$ cat config.mk
export PLATFORM = sky130hd
export DESIGN_NAME = bms_serial_frame_parser_flat
export DESIGN_NICKNAME = d
export VERILOG_FILES = /design/src/hw/rtl/bsfp_pkg.sv /design/src/hw/rtl/bsfp_if.sv /design/src/hw/rtl/bsfp_ram.sv /design/src/hw/rtl/bsfp_ctrl.sv /design/src/hw/rtl/bsfp_dp.sv /design/src/hw/rtl/bms_serial_frame_parser.sv /design/src/flat_wrapper.sv
export VERILOG_INCLUDE_DIRS = /design/src /design/src/hw/rtl
export SDC_FILE = /design/constraint.sdc
export NUM_CORES = 1
export LEC_CHECK = 0
export ABC_AREA = 1
export BUFFER_PORTS_ARGS = -buffer_cell sky130_fd_sc_hd__buf_2
export CAP_MARGIN = 0
export CORE_ASPECT_RATIO = 2
export CORE_MARGIN = 3
export CORE_UTILIZATION = 55
export CTS_CLUSTER_SIZE = 25
export DETAILED_ROUTE_END_ITERATION = 16
export HOLD_SLACK_MARGIN = 0.03
export PLACE_DENSITY = 0.71
export SYNTH_ARGS = -nofsm -noshare
export SYNTH_HDL_FRONTEND = slang
export SYNTH_SLANG_ARGS = --single-unit
$ cat constraint.sdc
create_clock -name clk -period 3.6 [get_ports clk]
set_clock_uncertainty 0.1 [all_clocks]
set_input_delay 0 -clock clk [delete_from_list [all_inputs] [get_ports clk]]
set_output_delay 0 -clock clk [all_outputs]
set_load 0.02 [all_outputs]
$ cat src/hw/rtl/bms_serial_frame_parser_assert.svh
// Assertion macros shared by the serial frame parser RTL.
// Depends on nothing; the macros expand to empty text when SYNTH is defined.
`ifndef BMS_SERIAL_FRAME_PARSER_ASSERT_SVH
`define BMS_SERIAL_FRAME_PARSER_ASSERT_SVH
`ifndef SYNTH
// Implication or plain property checked on every clock edge outside reset.
`define BSFP_ASSERT_IMP(lbl, clk, rst_n, prop, msg) \
  lbl: assert property (@(posedge clk) disable iff (!rst_n) prop) else $error(msg);
// Condition that must never be true outside reset.
`define BSFP_ASSERT_NEVER(lbl, clk, rst_n, cond, msg) \
  lbl: assert property (@(posedge clk) disable iff (!rst_n) !(cond)) else $error(msg);
`else
`define BSFP_ASSERT_IMP(lbl, clk, rst_n, prop, msg)
`define BSFP_ASSERT_NEVER(lbl, clk, rst_n, cond, msg)
`endif
`endif

$ cat src/hw/rtl/bsfp_pkg.sv
// Shared types, codes and constants of the serial frame parser.
// Used by the interfaces, the controller, the datapath and the top level.
package bsfp_pkg;

  localparam int RX_W       = 8;
  localparam int IDX_W      = 6;
  localparam int FS_W       = 2;
  localparam int PLEN_W     = 7;
  localparam int SUM_W      = 16;
  localparam int CFG_IDX_W  = 3;
  localparam int CFG_DATA_W = 8;

  localparam int MAX_PAYLOAD_DEF = 64;

  // Configuration register indexes.
  localparam logic [CFG_IDX_W-1:0] CFG_START   = 3'd0;
  localparam logic [CFG_IDX_W-1:0] CFG_COMMAND = 3'd1;
  localparam logic [CFG_IDX_W-1:0] CFG_STATUS  = 3'd2;
  localparam logic [CFG_IDX_W-1:0] CFG_LENGTH  = 3'd3;
  localparam logic [CFG_IDX_W-1:0] CFG_END     = 3'd4;

  // Configuration reset values.
  localparam logic [RX_W-1:0]   START_RST   = 8'd221;
  localparam logic [RX_W-1:0]   COMMAND_RST = 8'd3;
  localparam logic [RX_W-1:0]   STATUS_RST  = 8'd0;
  localparam logic [PLEN_W-1:0] LENGTH_RST  = 7'd27;
  localparam logic [RX_W-1:0]   END_RST     = 8'd119;

  // Frame status codes.
  localparam logic [FS_W-1:0] FS_OK         = 2'd0;
  localparam logic [FS_W-1:0] FS_BAD_END    = 2'd1;
  localparam logic [FS_W-1:0] FS_BAD_CKSUM  = 2'd2;
  localparam logic [FS_W-1:0] FS_DEV_STATUS = 2'd3;

  typedef enum logic [3:0] {
    ST_START,
    ST_CMD,
    ST_STATUS,
    ST_LEN,
    ST_DATA,
    ST_CKHI,
    ST_CKLO,
    ST_END,
    ST_EMIT_RD,
    ST_EMIT_LD
  } state_t;

  // Commands from the controller to the datapath.
  typedef struct packed {
    logic            cap_status;
    logic            add_sum;
    logic            clr_count;
    logic            store_data;
    logic            cap_ckhi;
    logic            cap_cklo;
    logic            load_verdict;
    logic [FS_W-1:0] verdict;
    logic            start_emit;
    logic            emit_rd;
    logic            emit_load;
  } ctrl_cmd_t;

  // Status from the datapath to the controller.
  typedef struct packed {
    logic start_match;
    logic cmd_match;
    logic status_match;
    logic len_match;
    logic len_zero;
    logic data_done;
    logic end_match;
    logic cksum_ok;
    logic status_zero;
    logic cnt_zero;
    logic emit_last;
    logic out_free;
  } dp_status_t;

endpackage

$ cat src/hw/rtl/bsfp_if.sv
// Valid/ready channel interfaces of the serial frame parser.
// Depends on bsfp_pkg for the field widths.
interface bsfp_in_if;
  logic                        valid;
  logic                        ready;
  logic [bsfp_pkg::RX_W-1:0]   rx_byte;

  modport source (output valid, output rx_byte, input ready);
  modport sink   (input valid, input rx_byte, output ready);
endinterface

interface bsfp_out_if;
  logic                        valid;
  logic                        ready;
  logic [bsfp_pkg::RX_W-1:0]   payload_byte;
  logic [bsfp_pkg::IDX_W-1:0]  byte_index;
  logic [bsfp_pkg::FS_W-1:0]   frame_status;
  logic                        last;

  modport source (output valid, output payload_byte, output byte_index,
                  output frame_status, output last, input ready);
  modport sink   (input valid, input payload_byte, input byte_index,
                  input frame_status, input last, output ready);
endinterface

$ cat src/hw/rtl/bsfp_ram.sv
// Generic single-write, single-read RAM with a registered read port.
// Self-contained; used for the payload store.
module bsfp_ram #(
  parameter int WIDTH = 8,
  parameter int DEPTH = 64
) (
  input  logic                                          clk,
  input  logic                                          wr_en,
  input  logic [((DEPTH > 1) ? $clog2(DEPTH) : 1)-1:0]  wr_addr,
  input  logic [WIDTH-1:0]                              wr_data,
  input  logic                                          rd_en,
  input  logic [((DEPTH > 1) ? $clog2(DEPTH) : 1)-1:0]  rd_addr,
  output logic [WIDTH-1:0]                              rd_data
);

  logic [WIDTH-1:0] mem_r [DEPTH];
  logic [WIDTH-1:0] rd_data_r;

  always_ff @(posedge clk) begin
    if (wr_en) begin
      mem_r[wr_addr] <= wr_data;
    end
    if (rd_en) begin
      rd_data_r <= mem_r[rd_addr];
    end
  end

  assign rd_data = rd_data_r;

endmodule

$ cat src/hw/rtl/bsfp_ctrl.sv
// Frame state machine of the serial frame parser.
// Depends on bsfp_pkg for the state type and the command/status structs.
module bsfp_ctrl (
  input  logic                   clk,
  input  logic                   rst_n,
  input  logic                   in_valid,
  output logic                   in_ready,
  input  bsfp_pkg::dp_status_t   status,
  output bsfp_pkg::ctrl_cmd_t    cmd
);

  bsfp_pkg::state_t state_r;
  bsfp_pkg::state_t state_nxt;
  logic             in_fire;

  assign in_fire = in_valid && in_ready;

  always_ff @(posedge clk) begin
    if (!rst_n) begin
      state_r <= bsfp_pkg::ST_START;
    end else begin
      state_r <= state_nxt;
    end
  end

  // Next state.
  always_comb begin
    state_nxt = state_r;
    case (state_r)
      bsfp_pkg::ST_START: begin
        if (in_fire && status.start_match) state_nxt = bsfp_pkg::ST_CMD;
      end
      bsfp_pkg::ST_CMD: begin
        if (in_fire && status.cmd_match) state_nxt = bsfp_pkg::ST_STATUS;
      end
      bsfp_pkg::ST_STATUS: begin
        if (in_fire && status.status_match) state_nxt = bsfp_pkg::ST_LEN;
      end
      bsfp_pkg::ST_LEN: begin
        if (in_fire && status.len_match) begin
          state_nxt = status.len_zero ? bsfp_pkg::ST_CKHI : bsfp_pkg::ST_DATA;
        end
      end
      bsfp_pkg::ST_DATA: begin
        if (in_fire && status.data_done) state_nxt = bsfp_pkg::ST_CKHI;
      end
      bsfp_pkg::ST_CKHI: begin
        if (in_fire) state_nxt = bsfp_pkg::ST_CKLO;
      end
      bsfp_pkg::ST_CKLO: begin
        if (in_fire) state_nxt = bsfp_pkg::ST_END;
      end
      bsfp_pkg::ST_END: begin
        if (in_fire) begin
          if (status.end_match && status.cksum_ok && status.status_zero &&
              !status.cnt_zero) begin
            state_nxt = bsfp_pkg::ST_EMIT_RD;
          end else begin
            state_nxt = bsfp_pkg::ST_START;
          end
        end
      end
      bsfp_pkg::ST_EMIT_RD: begin
        state_nxt = bsfp_pkg::ST_EMIT_LD;
      end
      bsfp_pkg::ST_EMIT_LD: begin
        if (status.out_free) begin
          state_nxt = status.emit_last ? bsfp_pkg::ST_START : bsfp_pkg::ST_EMIT_RD;
        end
      end
      default: begin
        state_nxt = bsfp_pkg::ST_START;
      end
    endcase
  end

  // Outputs.
  always_comb begin
    cmd      = '0;
    in_ready = 1'b0;
    case (state_r)
      bsfp_pkg::ST_START, bsfp_pkg::ST_CMD: begin
        in_ready = 1'b1;
      end
      bsfp_pkg::ST_STATUS: begin
        in_ready       = 1'b1;
        cmd.cap_status = in_fire && status.status_match;
      end
      bsfp_pkg::ST_LEN: begin
        in_ready      = 1'b1;
        cmd.add_sum   = in_fire && status.len_match;
        cmd.clr_count = in_fire && status.len_match;
      end
      bsfp_pkg::ST_DATA: begin
        in_ready       = 1'b1;
        cmd.add_sum    = in_fire;
        cmd.store_data = in_fire;
      end
      bsfp_pkg::ST_CKHI: begin
        in_ready     = 1'b1;
        cmd.cap_ckhi = in_fire;
      end
      bsfp_pkg::ST_CKLO: begin
        in_ready     = 1'b1;
        cmd.cap_cklo = in_fire;
      end
      bsfp_pkg::ST_END: begin
        // The end byte may produce a verdict, so it waits for a free slot.
        in_ready = status.out_free;
        if (!status.end_match) begin
          cmd.verdict = bsfp_pkg::FS_BAD_END;
        end else if (!status.cksum_ok) begin
          cmd.verdict = bsfp_pkg::FS_BAD_CKSUM;
        end else if (!status.status_zero) begin
          cmd.verdict = bsfp_pkg::FS_DEV_STATUS;
        end else begin
          cmd.verdict = bsfp_pkg::FS_OK;
        end
        cmd.load_verdict = in_fire && (cmd.verdict != bsfp_pkg::FS_OK);
        cmd.start_emit   = in_fire && (cmd.verdict == bsfp_pkg::FS_OK);
      end
      bsfp_pkg::ST_EMIT_RD: begin
        cmd.emit_rd = 1'b1;
      end
      bsfp_pkg::ST_EMIT_LD: begin
        cmd.emit_load = status.out_free;
      end
      default: begin
        cmd = '0;
      end
    endcase
  end

endmodule

$ cat src/hw/rtl/bsfp_dp.sv
// Datapath of the serial frame parser: configuration registers, header
// compares, checksum, payload store and the result register. Uses bsfp_pkg and bsfp_ram.
module bsfp_dp #(
  parameter int MAX_PAYLOAD = bsfp_pkg::MAX_PAYLOAD_DEF
) (
  input  logic                              clk,
  input  logic                              rst_n,
  input  logic                              cfg_wr_en,
  input  logic [bsfp_pkg::CFG_IDX_W-1:0]    cfg_index,
  input  logic [bsfp_pkg::CFG_DATA_W-1:0]   cfg_wdata,
  input  logic [bsfp_pkg::RX_W-1:0]         rx_byte,
  input  bsfp_pkg::ctrl_cmd_t               cmd,
  output bsfp_pkg::dp_status_t              status,
  input  logic                              out_ready,
  output logic                              out_valid,
  output logic [bsfp_pkg::RX_W-1:0]         out_payload_byte,
  output logic [bsfp_pkg::IDX_W-1:0]        out_byte_index,
  output logic [bsfp_pkg::FS_W-1:0]         out_frame_status,
  output logic                              out_last
);

  localparam int CNT_W  = $clog2(MAX_PAYLOAD + 1);
  localparam int ADDR_W = (MAX_PAYLOAD > 1) ? $clog2(MAX_PAYLOAD) : 1;
  localparam int CMP_W  = (CNT_W > bsfp_pkg::PLEN_W) ? CNT_W : bsfp_pkg::PLEN_W;

  localparam logic [CNT_W-1:0] CNT_MAX = CNT_W'(MAX_PAYLOAD);
  localparam logic [CMP_W-1:0] CMP_MAX = CMP_W'(MAX_PAYLOAD);

  // Configuration registers.
  logic [bsfp_pkg::RX_W-1:0]   start_r;
  logic [bsfp_pkg::RX_W-1:0]   command_r;
  logic [bsfp_pkg::RX_W-1:0]   exp_status_r;
  logic [bsfp_pkg::PLEN_W-1:0] plen_r;
  logic [bsfp_pkg::RX_W-1:0]   end_r;

  // Frame state.
  logic [CNT_W-1:0]             count_r;
  logic [CNT_W-1:0]             count_nxt;
  logic [CNT_W-1:0]             idx_r;
  logic [CNT_W-1:0]             idx_nxt;
  logic [bsfp_pkg::SUM_W-1:0]   sum_r;
  logic [bsfp_pkg::SUM_W-1:0]   sum_nxt;
  logic [bsfp_pkg::SUM_W-1:0]   cksum_r;
  logic [bsfp_pkg::RX_W-1:0]    status_seen_r;

  // Result register.
  logic                         out_valid_r;
  logic [bsfp_pkg::RX_W-1:0]    out_byte_r;
  logic [bsfp_pkg::IDX_W-1:0]   out_idx_r;
  logic [bsfp_pkg::FS_W-1:0]    out_fs_r;
  logic                         out_last_r;

  logic [CMP_W-1:0]             eff_len;
  logic [CNT_W-1:0]             count_inc;
  logic                         room;
  logic [bsfp_pkg::RX_W-1:0]    ram_rd_data;
  logic                         out_free;

  assign eff_len   = (CMP_W'(plen_r) > CMP_MAX) ? CMP_MAX : CMP_W'(plen_r);
  assign room      = count_r < CNT_MAX;
  assign count_inc = room ? count_r + CNT_W'(1) : count_r;
  assign out_free  = !out_valid_r || out_ready;

  always_comb begin
    status.start_match  = rx_byte == start_r;
    status.cmd_match    = rx_byte == command_r;
    status.status_match = rx_byte == exp_status_r;
    status.len_match    = rx_byte == bsfp_pkg::RX_W'(plen_r);
    status.len_zero     = plen_r == '0;
    status.data_done    = CMP_W'(count_inc) >= eff_len;
    status.end_match    = rx_byte == end_r;
    status.cksum_ok     = (bsfp_pkg::SUM_W'(0) - sum_r) == cksum_r;
    status.status_zero  = status_seen_r == '0;
    status.cnt_zero     = count_r == '0;
    status.emit_last    = (idx_r + CNT_W'(1)) == count_r;
    status.out_free     = out_free;
  end

  always_ff @(posedge clk) begin
    if (!rst_n) begin
      start_r      <= bsfp_pkg::START_RST;
      command_r    <= bsfp_pkg::COMMAND_RST;
      exp_status_r <= bsfp_pkg::STATUS_RST;
      plen_r       <= bsfp_pkg::LENGTH_RST;
      end_r        <= bsfp_pkg::END_RST;
    end else if (cfg_wr_en) begin
      case (cfg_index)
        bsfp_pkg::CFG_START:   start_r      <= cfg_wdata;
        bsfp_pkg::CFG_COMMAND: command_r    <= cfg_wdata;
        bsfp_pkg::CFG_STATUS:  exp_status_r <= cfg_wdata;
        bsfp_pkg::CFG_LENGTH:  plen_r       <= cfg_wdata[bsfp_pkg::PLEN_W-1:0];
        bsfp_pkg::CFG_END:     end_r        <= cfg_wdata;
        default: begin
        end
      endcase
    end
  end

  always_comb begin
    count_nxt = count_r;
    if (cmd.clr_count) begin
      count_nxt = '0;
    end else if (cmd.store_data) begin
      count_nxt = count_inc;
    end
  end

  always_comb begin
    sum_nxt = sum_r;
    if (cmd.cap_status) begin
      sum_nxt = bsfp_pkg::SUM_W'(rx_byte);
    end else if (cmd.add_sum) begin
      sum_nxt = sum_r + bsfp_pkg::SUM_W'(rx_byte);
    end
  end

  always_comb begin
    idx_nxt = idx_r;
    if (cmd.start_emit) begin
      idx_nxt = '0;
    end else if (cmd.emit_load) begin
      idx_nxt = idx_r + CNT_W'(1);
    end
  end

  always_ff @(posedge clk) begin
    if (!rst_n) begin
      count_r <= '0;
      idx_r   <= '0;
      sum_r   <= '0;
    end else begin
      count_r <= count_nxt;
      idx_r   <= idx_nxt;
      sum_r   <= sum_nxt;
    end
  end

  always_ff @(posedge clk) begin
    if (cmd.cap_status) begin
      status_seen_r <= rx_byte;
    end
    if (cmd.cap_ckhi) begin
      cksum_r[bsfp_pkg::SUM_W-1:bsfp_pkg::RX_W] <= rx_byte;
    end
    if (cmd.cap_cklo) begin
      cksum_r[bsfp_pkg::RX_W-1:0] <= rx_byte;
    end
  end

  bsfp_ram #(
    .WIDTH (bsfp_pkg::RX_W),
    .DEPTH (MAX_PAYLOAD)
  ) u_store (
    .clk     (clk),
    .wr_en   (cmd.store_data && room),
    .wr_addr (count_r[ADDR_W-1:0]),
    .wr_data (rx_byte),
    .rd_en   (cmd.emit_rd),
    .rd_addr (idx_r[ADDR_W-1:0]),
    .rd_data (ram_rd_data)
  );

  always_ff @(posedge clk) begin
    if (!rst_n) begin
      out_valid_r <= 1'b0;
    end else if (cmd.emit_load || cmd.load_verdict) begin
      out_valid_r <= 1'b1;
    end else if (out_ready) begin
      out_valid_r <= 1'b0;
    end
  end

  always_ff @(posedge clk) begin
    if (cmd.load_verdict) begin
      out_byte_r <= '0;
      out_idx_r  <= '0;
      out_fs_r   <= cmd.verdict;
      out_last_r <= 1'b1;
    end else if (cmd.emit_load) begin
      out_byte_r <= ram_rd_data;
      out_idx_r  <= bsfp_pkg::IDX_W'(idx_r);
      out_fs_r   <= bsfp_pkg::FS_OK;
      out_last_r <= status.emit_last;
    end
  end

  assign out_valid        = out_valid_r;
  assign out_payload_byte = out_byte_r;
  assign out_byte_index   = out_idx_r;
  assign out_frame_status = out_fs_r;
  assign out_last         = out_last_r;

endmodule

$ cat src/hw/rtl/bms_serial_frame_parser.sv
// Top level of the serial frame parser with sum checksum and end byte.
// Depends on bsfp_pkg, bsfp_if, bsfp_ctrl, bsfp_dp and the assertion header.
//
// Usage: received serial bytes enter on in_ch, one per transfer. The block
// hunts for the start, command, status and length bytes, stores the payload,
// takes a big-endian 16-bit checksum and checks the end byte. A good frame
// leaves on out_ch as its payload bytes in order, the final one marked with
// last. A bad end byte, a bad checksum or a nonzero device status each give
// a single verdict transfer with last set and a zero payload byte.
// Every byte of a frame up to the checksum is taken whenever it is valid.
// The end byte is taken once the result register is free; a verdict is
// visible in the cycle after the end byte's transfer. A good frame's payload
// then leaves byte by byte: each is read through the payload memory's
// registered read port (EMIT_RD), then loaded into the result register once
// it is free (EMIT_LD). No input is taken while the payload is read out.
// The cfg_ port writes the five header registers; writes are expected only
// while no frame result is pending. Reset returns the block to the start
// hunt, restores the register defaults and empties the result register. If
// the receiver stalls out_ch, the current result holds and the block stops
// taking the end byte of a frame or reading out more payload.
`include "bms_serial_frame_parser_assert.svh"
module bms_serial_frame_parser #(
  parameter int MAX_PAYLOAD = bsfp_pkg::MAX_PAYLOAD_DEF
) (
  input  logic                              clk,
  input  logic                              rst_n,
  bsfp_in_if.sink                           in_ch,
  bsfp_out_if.source                        out_ch,
  input  logic                              cfg_wr_en,
  input  logic [bsfp_pkg::CFG_IDX_W-1:0]    cfg_index,
  input  logic [bsfp_pkg::CFG_DATA_W-1:0]   cfg_wdata
);

  bsfp_pkg::ctrl_cmd_t  cmd;
  bsfp_pkg::dp_status_t status;
  logic                 in_ready;

  // The controller owns the frame phase and sequences the payload readout.
  bsfp_ctrl u_ctrl (
    .clk      (clk),
    .rst_n    (rst_n),
    .in_valid (in_ch.valid),
    .in_ready (in_ready),
    .status   (status),
    .cmd      (cmd)
  );

  // The datapath holds every register that a frame fills in.
  bsfp_dp #(
    .MAX_PAYLOAD (MAX_PAYLOAD)
  ) u_dp (
    .clk              (clk),
    .rst_n            (rst_n),
    .cfg_wr_en        (cfg_wr_en),
    .cfg_index        (cfg_index),
    .cfg_wdata        (cfg_wdata),
    .rx_byte          (in_ch.rx_byte),
    .cmd              (cmd),
    .status           (status),
    .out_ready        (out_ch.ready),
    .out_valid        (out_ch.valid),
    .out_payload_byte (out_ch.payload_byte),
    .out_byte_index   (out_ch.byte_index),
    .out_frame_status (out_ch.frame_status),
    .out_last         (out_ch.last)
  );

  assign in_ch.ready = in_ready;

  // A result may only be loaded when the result register is free.
  `BSFP_ASSERT_IMP(a_load_slot_free, clk, rst_n, (cmd.emit_load || cmd.load_verdict) |-> (!out_ch.valid || out_ch.ready), "result loaded over a pending result")
  // A verdict and a payload byte are never loaded in the same cycle.
  `BSFP_ASSERT_NEVER(a_single_load, clk, rst_n, cmd.emit_load && cmd.load_verdict, "verdict and payload loaded together")
  // No input byte is taken while the payload is being read out.
  `BSFP_ASSERT_NEVER(a_no_input_in_readout, clk, rst_n, (cmd.emit_load || cmd.emit_rd) && in_ch.valid && in_ch.ready, "input taken during readout")
  // An error verdict always closes the frame and carries a zero payload byte.
  `BSFP_ASSERT_IMP(a_verdict_shape, clk, rst_n, (out_ch.valid && (out_ch.frame_status != bsfp_pkg::FS_OK)) |-> (out_ch.last && (out_ch.payload_byte == '0)), "malformed verdict")

endmodule
$ cat src/flat_wrapper.sv
// flat-port wrapper written by rule: the top's interface ports become plain ports
module bms_serial_frame_parser_flat 
#(
  parameter int MAX_PAYLOAD = bsfp_pkg::MAX_PAYLOAD_DEF
)
  (clk, rst_n, cfg_wr_en, cfg_index, cfg_wdata, in_ch_valid, in_ch_rx_byte, in_ch_ready, out_ch_valid, out_ch_payload_byte, out_ch_byte_index, out_ch_frame_status, out_ch_last, out_ch_ready);
  bsfp_in_if in_ch_i ();
  bsfp_out_if out_ch_i ();
  input  logic clk;
  input  logic rst_n;
  input  logic cfg_wr_en;
  input  logic [bsfp_pkg::CFG_IDX_W-1:0] cfg_index;
  input  logic [bsfp_pkg::CFG_DATA_W-1:0] cfg_wdata;
  input wire logic [$bits(in_ch_i.valid)-1:0] in_ch_valid;
  input wire logic [$bits(in_ch_i.rx_byte)-1:0] in_ch_rx_byte;
  output wire logic [$bits(in_ch_i.ready)-1:0] in_ch_ready;
  output wire logic [$bits(out_ch_i.valid)-1:0] out_ch_valid;
  output wire logic [$bits(out_ch_i.payload_byte)-1:0] out_ch_payload_byte;
  output wire logic [$bits(out_ch_i.byte_index)-1:0] out_ch_byte_index;
  output wire logic [$bits(out_ch_i.frame_status)-1:0] out_ch_frame_status;
  output wire logic [$bits(out_ch_i.last)-1:0] out_ch_last;
  input wire logic [$bits(out_ch_i.ready)-1:0] out_ch_ready;
  assign in_ch_i.valid = in_ch_valid;
  assign in_ch_i.rx_byte = in_ch_rx_byte;
  assign in_ch_ready = in_ch_i.ready;
  assign out_ch_valid = out_ch_i.valid;
  assign out_ch_payload_byte = out_ch_i.payload_byte;
  assign out_ch_byte_index = out_ch_i.byte_index;
  assign out_ch_frame_status = out_ch_i.frame_status;
  assign out_ch_last = out_ch_i.last;
  assign out_ch_i.ready = out_ch_ready;
  bms_serial_frame_parser #(.MAX_PAYLOAD(MAX_PAYLOAD)) u_core (.clk(clk), .rst_n(rst_n), .in_ch(in_ch_i), .out_ch(out_ch_i), .cfg_wr_en(cfg_wr_en), .cfg_index(cfg_index), .cfg_wdata(cfg_wdata));
endmodule
# [Word level (Yosys, flattened, before mapping)]
# Memory sizes are Yosys's and may differ from the RTL's. A register that Yosys moved wholly into a read port is not among the register bits.
# Cells that the tools add are included.
[classes] bitwise_logic=1 n_mux=37 order_cmp=3 reduce_logical=36 n_eq_ne=29 n_addsub=4
[ops] op="4-bit two-way mux" n=12
[ops] op="4-bit case mux with 10 select lines" n=1
[ops] op="8-bit == test" n=4
[ops] op="2-bit inequality test, second input constant" n=9
[ops] op="16-bit by 8-bit adder with 16-bit output" n=1
[ops] op="16-bit == test" n=1
[ops] op="4-bit by 3-bit == test with 1-bit output, second input constant" n=4
[ops] op="8-bit two-way mux" n=2
[ops] op="1-bit by 16-bit subtractor with 16-bit output, first input constant" n=1
[ops] op="7-bit by 1-bit adder with 7-bit output, second input constant" n=2
[ops] op="7-bit logical NOT" n=2
[ops] op="7-bit two-way mux" n=2
[ops] op="1-bit logical AND" n=12
[ops] op="1-bit two-way mux" n=12
[ops] op="2-bit two-way mux" n=6
[ops] op="2-bit AND reduction" n=5
[ops] op="9-bit AND reduction" n=1
[ops] op="4-bit by 2-bit == test with 1-bit output, second input constant" n=2
[ops] op="4-bit == test, second input constant" n=2
[ops] op="8-bit by 7-bit == test with 1-bit output" n=1
[ops] op="8-bit logical NOT" n=1
[ops] op="2-bit nonzero test" n=4
[ops] op="7-bit == test" n=1
[ops] op="7-bit greater-or-equal comparator" n=1
[ops] op="15 further kinds" n=21
[word_totals] out_inout_bits=19 elab_cells=129 regBits=115 inputBits=24 mem_bits_rw=512 mem_count=1
[memory_table] name="u_core.u_dp.u_store.mem_r" words=64 word_bits=8 read_ports=1 rd_clocked_by_memory_dff=1 write_ports=1 line_no="bsfp_ram.sv:16" text="logic [WIDTH-1:0] mem_r [DEPTH];"

# [Depth between registers and ports, before layout]
# Gate-level depths: netlist of the first run.
[logic_depth] ltp_word=10 depth_mapped=18 ltp_nobuf=18

# [Cells and area by module]
# From an unflattened synthesis of the first run, not the netlist that was laid out.
[unflattened] cells_unflattened=2687 area_unflattened_um2=27929.3
[by_module_without_submodules] mod="bsfp_ram" n_inst=1 area_per_inst_um2=21419.3 cells_per_inst=1805 seq_area_each_um2=15615.0
[by_module_without_submodules] mod="bsfp_dp" n_inst=1 area_per_inst_um2=5968.2 cells_per_inst=784 seq_area_each_um2=2482.4
[by_module_without_submodules] mod="bsfp_ctrl" n_inst=1 area_per_inst_um2=541.8 cells_per_inst=98 seq_area_each_um2=80.1

# [Worst setup path before layout of the first run]
# Ideal clock, no wire load.
[synth_path] path_type="reg-to-reg" startpoint="register u_core.u_ctrl.state_r[1]" endpoint="memory u_core.u_dp.u_store.mem_r[10][0] (enable)" path_slack_ns=1.043 arrival_ns=2.087 stages_incl_launch_ff=12 synth_period_minus_slack_ns=2.557 setup_time_ns=0.370 required_time_ns=3.130 path_buffers=0 path_cell_list="dfxtp_1 -> nand2_1 -> nor2_1 -> a21oi_2 -> nand2_2 -> nor2_4 -> inv_2 -> nor2_1 -> inv_1 -> nor2_2 -> nand3_1 -> nor2_1"
[synth_between] elab_chain_cells=8 word_cells_on_any_way=15 classes_between="7 x eq/ne; 4 x mux; 4 x reduce/logical"
[synth_lines] item="from (decl)" line_no="bsfp_ctrl.sv:12" text="bsfp_pkg::state_t state_r;"
[synth_lines] item="from (signal assigned)" line_no="bsfp_ctrl.sv:20" text="state_r <= bsfp_pkg::ST_START;"
[synth_lines] item="from (signal assigned)" line_no="bsfp_ctrl.sv:22" text="state_r <= state_nxt;"
[synth_lines] item="4-bit by 2-bit == test with 1-bit output (tied with other cells)" line_no="bsfp_ctrl.sv:81" text="case (state_r)"
[synth_lines] item="7-bit OR reduction (no line)"
[synth_lines] item="1-bit case mux with 2 select lines *" line_no="bsfp_ctrl.sv:81"
[synth_lines] item="named net in_ch_ready" line_no="flat_wrapper.sv:16" text="output wire logic [$bits(in_ch_i.ready)-1:0] in_ch_ready;"
[synth_lines] item="1-bit logical AND *" line_no="bsfp_ctrl.sv:16" text="assign in_fire = in_valid && in_ready;"
[synth_lines] item="1-bit two-way mux *" line_no="bsfp_ctrl.sv:81"
[synth_lines] item="1-bit logical AND *" line_no="bsfp_dp.sv:155" text=".wr_en (cmd.store_data && room),"
[synth_lines] item="1-bit two-way mux *" line_no="bsfp_ram.sv:20" text="if (wr_en) begin"
[synth_lines] item="1-bit two-way mux (implied by the code) *" line_no="bsfp_ram.sv:21" text="mem_r[wr_addr] <= wr_data;"
[synth_lines] item="to (decl)" line_no="bsfp_ram.sv:16"
# Mark *: on every way through the listed nets, which the timed path passes. The rest lies on a longest branch.

# [Worst setup path after layout of the first run]
[layout_path] startpoint="register u_core.u_ctrl.state_r[0]" endpoint="memory u_core.u_dp.u_store.mem_r[5][7] (enable)"
[layout_between] elab_chain_cells=8 word_cells_on_any_way=15 classes_between="7 x eq/ne; 4 x mux; 4 x reduce/logical"
[layout_lines] item="4-bit by 2-bit == test with 1-bit output (tied with other cells)" line_no="bsfp_ctrl.sv:81"
[layout_lines] item="7-bit OR reduction (no line)"
[layout_lines] item="1-bit case mux with 2 select lines" line_no="bsfp_ctrl.sv:81"
[layout_lines] item="1-bit logical AND" line_no="bsfp_ctrl.sv:16"
[layout_lines] item="1-bit two-way mux *" line_no="bsfp_ctrl.sv:81"
[layout_lines] item="1-bit logical AND *" line_no="bsfp_dp.sv:155"
[layout_lines] item="1-bit two-way mux *" line_no="bsfp_ram.sv:20"
[layout_lines] item="1-bit two-way mux (implied by the code) *" line_no="bsfp_ram.sv:21"
# Mark *: on every way between the ends. The rest lies on a longest branch, timed or not.

==> results of run 1 <==
-- flip-flops by register name, summed over array words and instances, names as in the netlist, 2 cells and up --
| signal | count |
|---|---|
| u_core.u_dp.u_store.mem_r | 512 |
| u_core.u_dp.cksum_r | 16 |
| u_core.u_dp.sum_r | 16 |
| u_core.u_dp.command_r | 8 |
| u_core.u_dp.end_r | 8 |
| u_core.u_dp.exp_status_r | 8 |
| u_core.u_dp.out_payload_byte | 8 |
| u_core.u_dp.start_r | 8 |
| u_core.u_dp.status_seen_r | 8 |
| u_core.u_dp.u_store.rd_data | 8 |
| u_core.u_dp.count_r | 7 |
| u_core.u_dp.idx_r | 7 |
| u_core.u_dp.plen_r | 7 |
| u_core.u_dp.out_byte_index | 6 |
| u_core.u_ctrl.state_r | 4 |
| u_core.u_dp.out_frame_status | 2 |
-- what timing repair did --
item,CTS,global route
endpoints found under the setup margin,0,0
hold buffers,33,0
buffers inserted,0,0
hold endpoints to repair,221,0
-- layer usage --
metal,up-vias,track usage
met5,-,0
met4,0,0.187
met3,246,0.0314
met2,822,0.516
met1,9392,0.318
li1,8993,-
-- power groups by stage --
stage | logic (W) | registers (W) | clock network [W]
floorplan | 0.000218 | 0.00818 | 0
global placement | 0.000438 | 0.00818 | 0
detailed placement | 0.000442 | 0.00818 | 0
CTS | 0.000467 | 0.00802 | 0.00593
global route | 0.000523 | 0.00802 | 0.00619
finish | 0.000471 | 0.00802 | 0.00586
-- synth_stat cells, types with 15 or more instances --
| master | n |
|---|---|
| inv_1 | 97 |
| nor2_2 | 15 |
| or2_2 | 21 |
| a21oi_1 | 43 |
| o22ai_1 | 138 |
| xnor2_1 | 20 |
| nand2_1 | 255 |
| dfxtp_1 | 89 |
| nor3_1 | 19 |
| nand3_1 | 67 |
| o221ai_1 | 17 |
| xor2_1 | 20 |
| o21ai_0 | 366 |
| edfxtp_1 | 546 |
| ha_1 | 19 |
| buf_2 | 18 |
| clkbuf_1 | 111 |
| nor2_1 | 504 |
| nand4_1 | 19 |
-- cells by family (layout without fill, tap and decap cells) --
group | after synthesis | count (layout) | share of synthesized area
compound gates | 613 | 613 | 0.127
flops | 635 | 635 | 0.672
buf+inv | 246 | 366 | 0.0358
simple gates | 927 | 927 | 0.143
xor+xnor | 40 | 40 | 0.0130
fa+ha+maj | 20 | 20 | 0.00953
-- final cells by class --
| cell class | count | area (um2) |
|---|---|---|
| inverter | 112 | 428 |
| clock inverter | 36 | 352 |
| timing repair buffer | 158 | 1210 |
| multi-input combinational | 1600 | 7910 |
| fill | 3852 | 18200 |
| tap | 638 | 798 |
| clock buffer | 60 | 1400 |
| sequential | 635 | 18200 |
-- metrics by stage --
stage | std cells | utilization | hold WS (ps) | cell area (um2) | setup slack (ps)
after floorplan | 2481 | - | -1.13 | 27000 | 1040
after global placement | 3110 | 0.582 | 180 | 28200 | 438
after detailed placement | 3110 | 0.582 | 180 | 28200 | 453
after CTS | 3239 | 0.624 | 79.8 | 30300 | 420
after global routing | 3239 | 0.624 | 173 | 30300 | 126
final | 3239 | 0.624 | 89.4 | 30300 | 335
-- worst min-delay path by stage --
| stage | start | to | cells after the start |
|---|---|---|---|
| 3_3_place_gp | cfg_wdata[7] | u_core.u_dp.start_r[7] | 3 |
| 6_report | in_ch_rx_byte[6] | u_core.u_dp.sum_r[6] | 6 |
| 4_1_cts | in_ch_rx_byte[6] | u_core.u_dp.sum_r[6] | 6 |
| 3_5_place_dp | cfg_wdata[7] | u_core.u_dp.start_r[7] | 3 |
| 5_1_grt | cfg_wdata[7] | u_core.u_dp.command_r[7] | 4 |
| 2_1_floorplan | in_ch_rx_byte[0] | u_core.u_dp.cksum_r[0] | 0 |
-- critical path, delay by kind of cell, from the launching register on --
kind,cells,cell delay [ps]
buf+inv,3,330
simple gates,6,2140
flops,1,350
==> key figures, run 1 <==
Yosys
  • Count of state elements after synthesis: 635
  • Yosys synthesis warning count: 0
  • Async set or reset register ratio after synthesis: 0
  • Synth Net Count: 2525
  • Synthesized area: 0.0270 mm2
  • Gate Count Post-Synth: 2481
  • Top cell type's share of synthesized area: 0.606
  • Post-synthesis cell type count: 52
  • Mean Syn Cell Area: 10.9 um2
  • Ys flop type: edfxtp_1
  • EDFF count, synth: 546
  • Ranking of synthesized cells by area: edfxtp_1 61%, nor2_1 7.0%, o21ai_0 6.8%, dfxtp_1 6.6%, nand2_1 3.5%
  • Area leader, netlist: edfxtp_1
  • Seq/Total Area, Yosys: 0.672

Power and ir drop
  • Power Total: 0.0144 W
  • Power per cell area: 474 mW/mm2
  • Cell-internal power: 0.0114 W
  • Power share of the clock group: 0.408
  • Sw Pwr: 0.00300 W
  • Comb power frac: 0.033
  • Pleak: 10.6 nW
  • Max IR drop VDD: 0.000395 V
  • Seq pwr share: 0.559
  • Switching Share: 0.209

Floorplan
  • Std cell rows: 114
  • Die height: 320 um
  • Die area: 0.0520 mm2
  • Die span in x: 163 um
  • Core Box Area: 0.0485 mm2
  • Initial Utilization: 0.558
  • I/O Pins: 43

Clock tree
  • Post_cts resized: 0
  • Clk_lat worst skew: 610 ps
  • Clock Path Buffers: 3
  • CTS Sinks: 635
  • TritonCTS buffer count: 53
  • Clock-pin slew on the worst setup and hold paths: 70 ps
  • Htree depth: 2
  • Root buf cell: clkbuf_16
  • CTS tree: built

Finish
  • Commonest non-fill, non-tap cell in the layout: edfxtp_1
  • Most frequent cells in the layout: 546 x edfxtp_1, 504 x nor2_1, 366 x o21ai_0, 255 x nand2_1, 138 x o22ai_1
  • Ant diodes: 0
  • Layout cells sized above 1: 0.107
  • Layout overhead on the synthesized area: 11.9%
  • Nets@finish: 2604

Critical path
  • Critical Path Source: u_core.u_ctrl.state_r[0]
  • Worst r2r src: u_core.u_ctrl.state_r[0]
  • CP Launch Type: flip-flop
  • Reg2reg end: u_core.u_dp.u_store.mem_r[5][7]
  • Crit-path cells: nor2_1 > inv_1 > nor2_1 > inv_1 > nor2_4 > inv_2 > nor3_1 > nand3_1 > nor2_1
  • Crit path kind: reg -> reg
  • Crit-path max cell delay: 690 ps
  • Max stage delay cell, worst path: nor2_1
  • CP Data Arrival Time: 3410 ps
  • Max FO, Critical Path: 8
  • Required @ worst endpoint: 3740 ps
  • CP Capture Point: u_core.u_dp.u_store.mem_r[5][7]
  • CP dominant cell by count: nor2_1
  • R2r worst-path depth: 9
  • Crit. End Element: flip-flop
  • Reg2reg setup slack: 330 ps

STA
  • Setup_tns: 0 ps
  • Final period utilization: 0.907
  • RSZ-0062 raised after global routing: false
  • Final setup vio count: 0
  • Post-layout min period: 3270 ps
  • Final Hold Vio Count: 0
  • Rel. slew slack: 0.356
  • Slew Viols, Final: 0
  • FMAX: 306 MHz
  • Worst-margin pin slew: 966 ps

Run status
  • Outcome: complete, no violations

Drt
  • Drt total wl: 74800 um
  • Routed len/inst: 23.1 um
  • Wl on met1: 25500 um
  • Vias per Instance: 6.01
  • Metal2 WL: 39400 um
  • First-pass iteration count of the detailed router: 5
  • Uppermost layer routed: met4
  • Final ANT Viol Nets: 0
  • DRC: 0
  • Vias: 19.5k
  • Met3 wire length: 4220 um
  • Starting DRC count in detailed routing: 1811

Global routing
  • First-pass GRT wire length: 113000 um
  • Largest net degree at the start of global routing: 101
  • Initial antenna violation count: 0
  • Vias in the first global route: 19.4k
  • GR Overflow Total: 0
  • Gr usage total: 0.287

Placed design
  • RePlAce Congestion: 0.916
  • Hpwl dp: 48900 um
  • Port Buf Inserts: 42

Run
  • Max-Cap Viols: 0

Hold path
  • Worst Hold Class: in -> reg
Power figures use the tool's default switching activity.
==> run 2: changes to the inputs <==
--- a/config.mk
+++ b/config.mk
@@ -15,7 +15,7 @@
 export CTS_CLUSTER_SIZE = 25
 export DETAILED_ROUTE_END_ITERATION = 16
 export HOLD_SLACK_MARGIN = 0.03
-export PLACE_DENSITY = 0.71
+export PLACE_DENSITY = 0.74
 export SYNTH_ARGS = -nofsm -noshare
 export SYNTH_HDL_FRONTEND = slang
 export SYNTH_SLANG_ARGS = --single-unit
==> constraint.sdc (replaced) <==
create_clock -name clk -period 2.9 [get_ports clk]
set_clock_uncertainty 0.1 [all_clocks]
set_input_delay 0 -clock clk [delete_from_list [all_inputs] [get_ports clk]]
set_output_delay 0 -clock clk [all_outputs]
set_load 0.02 [all_outputs]
==> run 2 against run 1 <==
- register-to-register slack got worse by 80 ps
- final cell count is 2.0% higher
- combinational power increased by 28%
- non-clock buffer count is 63 higher
- global-route usage rose by 0.10 points
- critical endpoint is now u_core.u_dp.start_r[6]
==> key figures, run 2 (synthesized netlist as in run 1, its figures left out) <==
Critical path
  • Worst r2r src: u_core.u_dp.idx_r[0] (was u_core.u_ctrl.state_r[0])
  • Reg2reg end: u_core.u_dp.u_store.rd_data[2] (was u_core.u_dp.u_store.mem_r[5][7])
  • CP dominant cell by count: dlygate4sd3_1 (was nor2_1)
  • Crit-path cells: dlygate4sd3_1 > buf_2 > nor2_1 > dlygate4sd3_1 > inv_1 > nor2_1 > dlygate4sd3_1 > nand2_1 > nand3_1 > dlygate4sd3_1 (was nor2_1 > inv_1 > nor2_1 > inv_1 > nor2_4 > inv_2 > nor3_1 > nand3_1 > nor2_1)
  • Buffer and inverter count on the worst path: 6 (was 3)
  • CP Launch Type: input port (was flip-flop)
  • CP Data Arrival Time: 3200 ps (was 3410 ps)
  • R2r worst-path depth: 8 (was 9)
  • Max FO, Critical Path: 7 (was 8)
  • Reg2reg setup slack: 250 ps (was 330 ps)
  • CP top delay family: buffers and inverters (was simple AND/OR/NAND/NOR gates)
  • Max stage delay cell, worst path: dlygate4sd3_1 (was nor2_1)
  • Crit path kind: in -> reg (was reg -> reg)
  • Crit. End Element: flip-flop (unchanged)
  • Required @ worst endpoint: 3340 ps (was 3740 ps)
  • Crit-path max cell delay: 780 ps (was 690 ps)

Clock tree
  • Root buf cell: clkbuf_16 (unchanged)
  • CTS tree: built (unchanged)
  • Clk_lat worst skew: 610 ps (about the same)
  • Clock-pin slew on the worst setup and hold paths: 70 ps (about the same)
  • Setup bufs post-CTS: 0 (unchanged)
  • Htree depth: 2 (unchanged)
  • Clock Path Buffers: 3 (unchanged)
  • CTS Sinks: 635 (unchanged)
  • TritonCTS buffer count: 52 (was 53)

Floorplan
  • Initial Utilization: 0.558 (unchanged)
  • Die span in x: 163 um (unchanged)
  • I/O Pins: 43 (unchanged)
  • Std cell rows: 114 (unchanged)
  • Die area: 0.0520 mm2 (unchanged)
  • Core Box Area: 0.0485 mm2 (unchanged)
  • Die height: 320 um (unchanged)

Finish
  • Non-Filler Instances: 3303 (was 3239)
  • Commonest non-fill, non-tap cell in the layout: edfxtp_1 (unchanged)
  • Max reg flops: 512 (unchanged)
  • Ant diodes: 0 (unchanged)
  • Layout overhead on the synthesized area: 14.6% (was 11.9%)
  • Nets@finish: 2666 (was 2604)
  • Layout cells sized above 1: 0.130 (was 0.107)
  • Regs by FF count: u_core.u_dp.u_store.mem_r (512), u_core.u_dp.cksum_r (16), u_core.u_dp.sum_r (16) (unchanged)
  • Biggest register: u_core.u_dp.u_store.mem_r (unchanged)
  • Most frequent cells in the layout: 546 x edfxtp_1, 504 x nor2_1, 366 x o21ai_0, 254 x nand2_1, 138 x o22ai_1 (was 546 x edfxtp_1, 504 x nor2_1, 366 x o21ai_0, 255 x nand2_1, 138 x o22ai_1)

Global routing
  • First-pass GRT wire length: 114000 um (was 113000 um)
  • Gr usage total: 0.288 (was 0.287)
  • Initial antenna violation count: 0 (unchanged)
  • GR Overflow Total: 0 (unchanged)
  • Vias in the first global route: 20.1k (was 19.4k)
  • Largest net degree at the start of global routing: 129 (was 101)

Drt
  • Vias per Instance: 6.03 (was 6.01)
  • First-pass iteration count of the detailed router: 5 (unchanged)
  • Vias: 19.9k (was 19.5k)
  • Final ANT Viol Nets: 0 (unchanged)
  • Starting DRC count in detailed routing: 1789 (was 1811)
  • Routed len/inst: 22.8 um (was 23.1 um)
  • DRC: 0 (unchanged)
  • Drt total wl: 75200 um (was 74800 um)

STA
  • Slew Viols, Final: 0 (unchanged)
  • Worst-margin pin slew: 987 ps (was 966 ps)
  • FMAX: 362 MHz
  • RSZ-0062 raised after global routing: false (unchanged)
  • Setup_tns: 0 ps (unchanged)
  • Setup WS post-layout: 141 ps (was 335 ps)
  • Final period utilization: 0.952
  • Final Hold Vio Count: 0 (unchanged)
  • WHS: 115 ps (was 89.4 ps)
  • Final setup vio count: 0 (unchanged)
  • Post-layout min period: 2760 ps
  • Rel. slew slack: 0.342 (was 0.356)

Hold path
  • Hold path endpoint: u_core.u_dp.sum_r[3] (was u_core.u_dp.sum_r[6])
  • Hold depth: 7 (was 6)
  • Min-Delay Startpoint: in_ch_rx_byte[1] (was in_ch_rx_byte[6])
  • Worst Hold Class: in -> reg (unchanged)

Power and ir drop
  • Max IR drop VDD: 0.000484 V (was 0.000395 V)
  • Power per cell area: 586 mW/mm2 (was 474 mW/mm2)
  • Power Total: 0.0182 W (was 0.0144 W)
  • Pleak: 11.0 nW (was 10.6 nW)

Placed design
  • Place WS: 176 ps (was 453 ps)
  • Port Buf Inserts: 42 (unchanged)
  • Placed instance count: 3166 (was 3110)
  • Hpwl dp: 49800 um (was 48900 um)
  • RePlAce Congestion: 0.938 (was 0.916)

Run status
  • Outcome: complete, no violations (unchanged)

Run
  • Max-Cap Viols: 0 (unchanged)
-- run 2: area by class of cell --
type | count | area, um2
tap | 638 | 798
clock buffer | 56 | 1340
timing repair buffer | 221 | 1800
fill | 3712 | 17500
clock inverter | 41 | 510
multi-input combinational | 1600 | 7920
inverter | 112 | 432
sequential | 635 | 18200
-- run 2: report_power, final --
group          internal [W]  switching, W
combinational      0.000174      0.000429
clock               0.00434       0.00326
sequential          0.00992     0.0000360
total                0.0144       0.00372
-- run 2: routing by layer --
layer,up-vias,global-route usage,routed length (um)
li1,9109,-,-
met1,9582,0.311,24800
met2,948,0.516,39600
met3,275,0.0395,4930
met4,0,0.197,5850
met5,-,0,0
-- run 2: repair_timing --
| item | CTS | global route |
|---|---|---|
| resized for setup | 0 | 7 |
| endpoints found under the hold margin | 315 | 0 |
| hold buffers | 40 | 0 |
| endpoints found under the setup margin | 0 | 63 |
-- run 2: stage by stage --
stage | utilization | area (um2)
floorplan | - | 27000
global placement | 0.592 | 28700
detailed placement | 0.592 | 28700
CTS | 0.639 | 31000
global route | 0.639 | 31000
finish | 0.639 | 31000
-- run 2: how the worst max path moves through the flow --
| stage | slack, ps | to | cells after the start | startpoint |
|---|---|---|---|---|
| final | 140 | u_core.u_dp.start_r[6] | 10 | cfg_index[0] |
| after global routing | 0.9 | u_core.u_ctrl.state_r[3] | 16 | u_core.u_dp.count_r[2] |
| after CTS | 170 | u_core.u_ctrl.state_r[3] | 15 | u_core.u_dp.count_r[0] |
| after detailed placement | 180 | u_core.u_ctrl.state_r[3] | 15 | u_core.u_dp.count_r[0] |
| after global placement | 220 | u_core.u_ctrl.state_r[1] | 14 | u_core.u_dp.count_r[0] |
| after floorplan | 340 | u_core.u_dp.u_store.mem_r[10][0] | 11 | u_core.u_ctrl.state_r[1] |
-- run 2: worst register-to-register path, cell delays in order (launching register included) --
cell      delay [ps]
dfxtp_4          410
inv_6            370
buf_4            360
o21ai_0          120
o22ai_1          230
nor2_1           100
o22ai_1          400
o221ai_1         260
nand2_1          150
==> run 3: changes to the inputs <==
--- a/config.mk
+++ b/config.mk
@@ -15,7 +15,7 @@
 export CTS_CLUSTER_SIZE = 25
 export DETAILED_ROUTE_END_ITERATION = 16
 export HOLD_SLACK_MARGIN = 0.03
-export PLACE_DENSITY = 0.74
+export PLACE_DENSITY_LB_ADDON = 0.25
 export SYNTH_ARGS = -nofsm -noshare
 export SYNTH_HDL_FRONTEND = slang
 export SYNTH_SLANG_ARGS = --single-unit
==> run 3 against run 2 <==
- clock power decreased by 8.0%
- wire length decreased by 2.0%
- combinational power about the same
- register-to-register slack got worse by 70 ps
- highest routed layer unchanged
- final cell count decreased by 0.21%
- fmax increased by 1.6%
- via count decreased by 1.8%
- non-clock buffer count decreased by 3
- sequential power about the same
- die area unchanged
- first-iteration DRC count decreased by 0.17%
==> key figures, run 3 (synthesized netlist as in run 1, its figures left out) <==
Run status
  • Outcome: complete, no violations (unchanged)

Critical path
  • Crit-path cells: inv_6 > buf_4 > o21ai_0 > o22ai_1 > nor2_1 > o21ai_0 > o221ai_1 > nand2_1 (was dlygate4sd3_1 > buf_2 > nor2_1 > dlygate4sd3_1 > inv_1 > nor2_1 > dlygate4sd3_1 > nand2_1 > nand3_1 > dlygate4sd3_1)
  • CP Launch Type: flip-flop (was input port)
  • Buffer and inverter count on the worst path: 2 (was 6)
  • Crit-path max cell delay: 460 ps (was 780 ps)
  • Crit path kind: reg -> reg (was in -> reg)
  • Required @ worst endpoint: 3270 ps (was 3340 ps)
  • CP top delay family: compound AO/OA/AOI/OAI gates (was buffers and inverters)
  • CP Data Arrival Time: 3090 ps (was 3200 ps)
  • Crit. End Element: flip-flop (unchanged)
  • Max stage delay cell, worst path: o21ai_0 (was dlygate4sd3_1)
  • CP dominant cell by count: o21ai_0 (was dlygate4sd3_1)
  • Max FO, Critical Path: 55 (was 7)
  • Reg2reg setup slack: 180 ps (was 250 ps)

Finish
  • Biggest register: u_core.u_dp.u_store.mem_r (unchanged)
  • Final Util: 0.634 (was 0.639)
  • Ant diodes: 0 (unchanged)
  • Max reg flops: 512 (unchanged)
  • Nets@finish: 2664 (was 2666)
  • Most frequent cells in the layout: 546 x edfxtp_1, 502 x nor2_1, 366 x o21ai_0, 254 x nand2_1, 138 x o22ai_1 (was 546 x edfxtp_1, 504 x nor2_1, 366 x o21ai_0, 254 x nand2_1, 138 x o22ai_1)
  • Layout cells sized above 1: 0.127 (was 0.130)
  • Commonest non-fill, non-tap cell in the layout: edfxtp_1 (unchanged)
  • Post-route cell area: 0.0307 mm2 (was 0.0310 mm2)
  • Layout overhead on the synthesized area: 13.6% (was 14.6%)
  • Regs by FF count: u_core.u_dp.u_store.mem_r (512), u_core.u_dp.cksum_r (16), u_core.u_dp.sum_r (16) (unchanged)

Clock tree
  • Clk_lat worst skew: 610 ps (about the same)
  • CTS tree: built (unchanged)
  • Htree depth: 2 (unchanged)
  • Setup bufs post-CTS: 0 (unchanged)
  • CTS Sinks: 635 (unchanged)
  • TritonCTS buffer count: 53 (was 52)
  • Root buf cell: clkbuf_16 (unchanged)
  • Clock Path Buffers: 3 (unchanged)
  • Clock-pin slew on the worst setup and hold paths: 70 ps (about the same)

STA
  • Slew Viols, Final: 0 (unchanged)
  • Rel. slew slack: 0.416 (was 0.342)
  • Setup_tns: 0 ps (unchanged)
  • FMAX: 368 MHz (was 362 MHz)
  • Final period utilization: 0.937 (was 0.952)
  • Setup WS post-layout: 183 ps (was 141 ps)
  • Post-layout min period: 2720 ps (was 2760 ps)
  • Final setup vio count: 0 (unchanged)
  • Worst-margin pin slew: 873 ps (was 987 ps)
  • RSZ-0062 raised after global routing: true (was false)
  • Final Hold Vio Count: 0 (unchanged)

Hold path
  • Worst Hold Class: in -> reg (unchanged)

Run
  • Max-Cap Viols: 0 (unchanged)

Drt
  • Vias: 19.6k (was 19.9k)
  • Drt total wl: 73600 um (was 75200 um)
  • Vias per Instance: 5.93 (was 6.03)
  • Starting DRC count in detailed routing: 1786 (was 1789)
  • DRC: 0 (unchanged)
  • Final ANT Viol Nets: 0 (unchanged)
  • Routed len/inst: 22.3 um (was 22.8 um)
  • First-pass iteration count of the detailed router: 5 (unchanged)

Placed design
  • Placed Area: 0.0287 mm2 (about the same)
  • Hpwl dp: 49400 um (was 49800 um)
  • Port Buf Inserts: 42 (unchanged)
  • Place WS: 127 ps (was 176 ps)
  • RePlAce Congestion: 0.922 (was 0.938)

Global routing
  • M2 GR Usage: 0.510 (was 0.516)
  • Vias in the first global route: 19.5k (was 20.1k)
  • GR Overflow Total: 0 (unchanged)
  • Gr usage total: 0.284 (was 0.288)
  • Initial antenna violation count: 0 (unchanged)
  • First-pass GRT wire length: 112000 um (was 114000 um)
  • GRT busiest layer: met2 (unchanged)
  • Largest net degree at the start of global routing: 130 (was 129)
  • Met3 usage: 0.0288 (was 0.0395)
  • M1 GR Usage: 0.319 (was 0.311)

Floorplan
  • Initial Utilization: 0.558 (unchanged)
  • Core Box Area: 0.0485 mm2 (unchanged)
  • I/O Pins: 43 (unchanged)
  • Std cell rows: 114 (unchanged)
  • Die area: 0.0520 mm2 (unchanged)
  • Die span in x: 163 um (unchanged)
  • Die height: 320 um (unchanged)

Power and ir drop
  • Pleak: 10.9 nW (was 11.0 nW)
  • Max IR drop VDD: 0.000625 V (was 0.000484 V)
  • Power per cell area: 571 mW/mm2 (was 586 mW/mm2)
  • Power Total: 0.0176 W (was 0.0182 W)
[run 3: routing by layer]
layer  up-vias  share of wire
met5         -              0
met4         0          0.074
met3       245          0.057
met2       820           0.53
met1      9382           0.34
li1       9104              -
[run 3: path summary, 6_finish.rpt]
path	start	endpoint	cells after the start
min reg2reg	u_core.u_dp.out_payload_byte[2]	u_core.u_dp.out_payload_byte[2]	2
max	u_core.u_dp.idx_r[0]	u_core.u_dp.u_store.rd_data[7]	8
min	in_ch_rx_byte[1]	u_core.u_dp.cksum_r[1]	2
max reg2reg	u_core.u_dp.idx_r[0]	u_core.u_dp.u_store.rd_data[7]	8
[run 3: worst register-to-register path: stages, from the launching register on]
cell      delay, ps
dfxtp_4         380
inv_6           370
buf_4           390
o21ai_0         180
o22ai_1         250
nor2_1           90
o21ai_0         460
o221ai_1        260
nand2_1         120
[run 3: metrics by stage]
stage	hold WS, ps	instances
final	164	3296
after global routing	158	3296
after CTS	127	3296
after detailed placement	211	3167
after global placement	200	3167
after floorplan	-1.13	2481
[run 3: final cells by class]
type	count	area [um2]
Sequential cell	635	18200
Fill cell	3774	17800
Multi-Input combinational cell	1600	7930
Timing Repair Buffer	218	1720
Clock buffer	63	1410
Tap cell	638	798
Inverter	112	428
Clock inverter	30	263
[run 3: timing repair]
action	4_1_cts	5_1_grt
hold buffers	36	0
hold endpoints to repair	236	0
resized for setup	0	11
endpoints found under the setup margin	0	291
[run 3: power breakdown]
part | internal, W | switching [W]
logic | 0.000181 | 0.000423
clock network | 0.00381 | 0.00318
registers | 0.00993 | 0.0000412
